File: src/rtl/lnr_div.sv
// Restoring divider: signed numerator / unsigned divisor, one quotient bit per cycle.
`default_nettype none
module lnr_div #(
    parameter int NUM_W = 64,
    parameter int DEN_W = 40
) (
    input  wire logic                    i_clk,
    input  wire logic                    i_rst_n,
    input  wire logic                    i_start,
    input  wire logic signed [NUM_W-1:0] i_num,
    input  wire logic [DEN_W-1:0]        i_den,
    output      logic                    o_done,
    output      logic signed [NUM_W-1:0] o_quo
);
    localparam int CNT_W = $clog2(NUM_W + 1);

    logic [NUM_W-1:0]  r_q, n_q;
    logic [DEN_W:0]    r_rem, n_rem;
    logic [DEN_W-1:0]  r_den;
    logic              r_neg;
    logic [CNT_W-1:0]  r_cnt;
    logic              r_busy;
    logic [DEN_W:0]    w_trial;

    always_comb begin
        w_trial = {r_rem[DEN_W-1:0], r_q[NUM_W-1]};
        n_q     = {r_q[NUM_W-2:0], 1'b0};
        n_rem   = w_trial;
        if (w_trial >= {1'b0, r_den}) begin
            n_rem = w_trial - {1'b0, r_den};
            n_q[0] = 1'b1;
        end
    end

    always_ff @(posedge i_clk) begin
        if (!i_rst_n) begin
            r_busy <= 1'b0;
            o_done <= 1'b0;
            r_cnt  <= '0;
        end else begin
            o_done <= 1'b0;
            if (i_start) begin
                r_busy <= 1'b1;
                r_neg  <= i_num[NUM_W-1];
                r_q    <= i_num[NUM_W-1] ? -i_num : i_num;
                r_rem  <= '0;
                r_den  <= i_den;
                r_cnt  <= CNT_W'(NUM_W);
            end else if (r_busy) begin
                r_q   <= n_q;
                r_rem <= n_rem;
                r_cnt <= r_cnt - 1'b1;
                if (r_cnt == CNT_W'(1)) begin
                    r_busy <= 1'b0;
                    o_done <= 1'b1;
                end
            end
        end
    end

    assign o_quo = r_neg ? -$signed(r_q) : $signed(r_q);
endmodule
`default_nettype wire

File: config.mk
export PLATFORM = sky130hd
export DESIGN_NAME = lnr_div
export DESIGN_NICKNAME = d
export VERILOG_FILES = /design/src/rtl/lnr_div.sv
export SDC_FILE = /design/constraint.sdc
export NUM_CORES = 1
export LEC_CHECK = 0
export ABC_CLOCK_PERIOD_IN_PS = 3300
export BUFFER_PORTS_ARGS = -buffer_cell sky130_fd_sc_hd__buf_2
export CAP_MARGIN = 20
export CORE_ASPECT_RATIO = 0.8
export CORE_UTILIZATION = 54
export CTS_BUF_LIST = sky130_fd_sc_hd__clkbuf_8
export DETAILED_ROUTE_END_ITERATION = 10
export PLACE_DENSITY = 0.88
export SLEW_MARGIN = 15
export SYNTH_ARGS = -nofsm -noshare
export SYNTH_HDL_FRONTEND = slang
export SYNTH_SLANG_ARGS = --single-unit
File: constraint.sdc
create_clock -name i_clk -period 3.3 [get_ports i_clk]
set_clock_uncertainty 0.15 [all_clocks]
set_input_delay 0 -clock i_clk [delete_from_list [all_inputs] [get_ports i_clk]]
set_output_delay 0 -clock i_clk [all_outputs]
set_load 0.01 [all_outputs]
## After elaboration in Yosys (flattened, before gate mapping)

Index checks and enable logic that the tools add are counted.

| cells by class | value |
|---|---|
| add/sub/neg operators | 4 |
| magnitude comparators | 1 |
| equal/unequal tests | 1 |
| muxes and demuxes | 13 |
| bitwise logic cells | 2 |
| reduce and logical (&&, ||, !) cells | 5 |

Operators by type and width:

| operator | count |
|---|---|
| two-way mux 64 bit | 4 |
| negator 64 bit | 2 |
| two-way mux 40 bit | 2 |
| >= comparator 41 x 40 -> 1 bit | 1 |
| subtractor 40 bit | 1 |
| two-way mux 7 bit | 2 |
| equality test 7 x 1 -> 1 bit (second input constant) | 1 |
| subtractor 7 x 1 -> 7 bit (second input constant) | 1 |
| two-way mux 1 bit | 5 |
| AND reduction 2 bit | 2 |
| OR reduction 3 bit | 1 |
| NOT 1 bit | 2 |
| nonzero test 2 bit | 1 |
| OR reduction 2 bit | 1 |

| word-level totals | value |
|---|---|
| flip-flop bits (word level) | 154 |
| logic and storage cells | 34 |

## Longest topological paths before layout

| depth | value |
|---|---|
| word-level depth | 4 |
| mapped depth | 13 |
| mapped depth without buffers | 12 |

## Least setup slack after synthesis

OpenSTA, ideal clock, no wires.

| timing path | value |
|---|---|
| path kind | reg-to-reg |
| start point | reg r_busy |
| end point | reg r_busy |
| setup time | 69 ps |
| arrival | 3347 ps |
| slack | -266 ps |
| stages on the path, launching flop included | 4 |
| path buffers | 1 |
| path through | dfxtp_1 > clkbuf_1 > o21a_1 > o41a_1 |

| on the way | value |
|---|---|
| word-level cells in the longest chain between the ends | 2 |

Ends and longest elaborated chain:

| element | line | source |
|---|---|---|
| from (decl) | 22 | `logic r_busy;` |
| from (signal assigned) | 37 | `r_busy <= 1'b0;` |
| from (signal assigned) | 43 | `r_busy <= 1'b1;` |
| from (signal assigned) | 54 | `r_busy <= 1'b0;` |
| two-way mux 1 bit | 49 | `end else if (r_busy) begin` |
| two-way mux 1 bit | 42 | `if (i_start) begin` |

No other way between the ends.
A chain may end at the register's enable or synchronous reset.

## Worst setup path in the final report

| timing path | value |
|---|---|
| start point | reg r_q[28] |
| end point | out o_quo[60] |

| on the way | value |
|---|---|
| word-level cells in the longest chain between the ends | 2 |

Ends and longest elaborated chain:

| element | line | source |
|---|---|---|
| from (decl) | 17 | `logic [NUM_W-1:0] r_q, n_q;` |
| from (signal assigned) | 45 | `r_q <= i_num[NUM_W-1] ? -i_num : i_num;` |
| from (signal assigned) | 50 | `r_q <= n_q;` |
| negator 64 bit | 61 | `assign o_quo = r_neg ? -$signed(r_q) : $signed(r_q);` |
| two-way mux 64 bit | 61 |  |
| to (decl) | 13 | `output logic signed [NUM_W-1:0] o_quo` |

No other way between the ends.

==> run metrics <==
# setup viols final=14; worst path cell trace=or4_4 -> nor4_4 -> nand3b_1 -> or2_4 -> or4_4 -> or3_4 -> o41ai_4 -> xnor2_1 -> buf_2; IO Port Bufs=approximately 170; setup ws final=-0.368 ns; Main synth FF type=edfxtp_1; fin. max-slew vios=0; Cell Area, Synth=between 10,000 and 15,000 um2; peak supply drop=0.000309 V; failing checks=negative setup slack; final worst path period need=3.67 ns; Power Density=~420 nW/um2; Pwr Total=6.24 mW; Worst path slowest cell=or4_4; Least-Margin Pin Slew=1.17 ns; vias=about 11k; async set-reset flop share out of synthesis=0%; # diodes=0; maximum fanout along the worst path=4; leakage power=5.88 nW; Core Rows=46; wire per inst=19.8 um; Vias/cell=6.27; crit path kind=flip-flop to primary output; Ports=172; Layout area overhead=31.1%; core area=20,200 um2; Max Clock Freq=0.273 GHz; Total GRT Usage=33.4%; status=finished with violations; Netlist cell types=77; ANT nets after route=0; RSZ-0062 raised after global routing=yes; gpl congestion=0.939; GRT Residual Overflow=0; yosys warns=0; fin crit share=111%; CTS Buffer Depth=2; vias in the first global route=10.9k; pre-CTS WS=0.0112 ns; Worst Hold Margin=0.0911 ns; maxcap violations=0; sequential share of the synthesized area=40.1%; worst hold path type=primary input to flip-flop; initial antenna violation count=2; Remaining DRCs=0; final hold vios=0; Root Driver=clkbuf_8; initial core utilization=56.0%; CP peak stage delay=0.60 ns; most frequent cells in the layout=buf_2 (170), edfxtp_1 (145), dlygate4sd3_1 (118); syn avg cell area=9.29 um2; CP Data Arrival Time=~3.5 ns; first-pass GRT wire length=between 50,000 and 60,000 um; CTS Sinks=154; syn nets=1,370; largest net degree at the start of global routing=118; fin nets=approximately 1.7k; Routed WL=about 36,000 um; most frequent CP cell=or4_4; Pre-Repair DR Iteration Count=5; Die Wd=164 um; Critical Path RT=3.15 ns; Die Ht=between 100 and 150 um; share of cells above drive strength 1=approximately a quarter; most common cell after layout, fill and taps aside=buf_2; die area=roughly 22,000 um2; clk slew on worst S/H paths=~0.080 ns; Mapped Cells=1,218; CP Capture Type=primary output; Synth Register Bits=between 150 and 200; Post-synth EDFFs=145; clock buffer count from CTS=17; relative slew slack=approximately 22%; CP startpoint kind=flip-flop; initial DRC count=1,293; Worst-Skew Late Latency=0.48 ns; CTS tree=yes; Post-DP HPWL=22,400 um; H-tree depth=4
-- worst max-delay path, delay by kind of cell (launching register included) --
kind / cells / cell delay, ns
xor gates and xnor gates: 1 / 0.16
DFF: 1 / 0.45
and+or+nand+nor: 6 / 2.09
buffers and inverters: 1 / 0.15
AOI/OAI and AO/OA: 1 / 0.22
-- layer usage --
| metal | vias up | GRT usage, % | wire, um |
|---|---|---|---|
| met2 | 773 | 50.9 | 16300 |
| met3 | 185 | 7.77 | 3450 |
| met1 | 5302 | 45.0 | 14600 |
| li1 | 5171 | - | - |
| met5 | - | 0 | 23 |
| met4 | 4 | 14.8 | 1670 |
-- per-stage QoR --
stage	instance area [um2]	util (%)	std cells	setup TNS [ns]
floorplan	11300	-	1218	0
detailed placement	12700	62.9	1647	0
global placement	12700	62.9	1647	0
CTS	14600	72.2	1809	-1.57
global route	14800	73.5	1824	-3.96
finish	14800	73.5	1824	-1.65
-- sequential cells by signal (all words and copies together) (netlist names) --
register / cells
r_den: 40
r_cnt: 7
o_done: 1
r_q: 64
r_busy: 1
r_rem: 40
r_neg: 1
-- Yosys cell counts (21+ instances only) --
library cell / count / share of area [%]
o41ai_1: 22 / 1.7
nor2_1: 104 / 3.4
or3_1: 21 / 1.2
o21ai_0: 70 / 3.1
inv_1: 60 / 2.0
nand2_1: 116 / 3.8
edfxtp_1: 145 / 38
xnor2_1: 80 / 6.2
nand3_1: 26 / 1.1
ha_1: 44 / 4.9
xor2_1: 71 / 5.5
o31ai_1: 37 / 2.5
clkbuf_1: 51 / 1.7
a21oi_1: 121 / 5.4
-- timing repair --
| action | in CTS | in global routing |
|---|---|---|
| endpoints found under the setup margin | 29 | 75 |
| pin swaps | 4 | 14 |
| hold buffers | 118 | 0 |
| endpoints found under the hold margin | 133 | 0 |
| gates resized for setup | 27 | 46 |
| buffers inserted | 12 | 16 |
-- cell families after synthesis --
logic type	after synthesis	synth area share, %
simple gates	389	17.8
flops	154	40.1
buf+inv	117	3.99
fa+ha+maj	45	5.04
mux	13	1.26
compound gates	349	20.2
xor+xnor	151	11.7
-- worst paths after layout --
path / slack (ns) / startpoint / endpoint / cells past startpoint
setup / recovery: -0.37 / r_q[28] / o_quo[60] / 9
hold / removal: 0.09 / i_den[9] / r_den[9] / 2
setup reg to reg: 0.10 / r_q[63] / r_rem[18] / 13
hold reg to reg: 0.35 / r_cnt[6] / o_done / 1
-- area by class of cell --
class / count / area, um2
clock buffers: 19 / 262
clock inverters: 13 / 200
fillers: 1372 / 5360
inverters: 60 / 225
multi-input cells: 947 / 6630
flip-flops and latches: 154 / 4530
well taps: 264 / 330
repair buffers: 367 / 2660
-- power by group --
group / switching (mW) / internal (mW) / total, mW
combinational: 1.15 / 0.889 / 2.04
sequential: 0.141 / 2.35 / 2.49
clock: 0.773 / 0.938 / 1.71
Note: power is estimated with default switching activity, not from simulation.
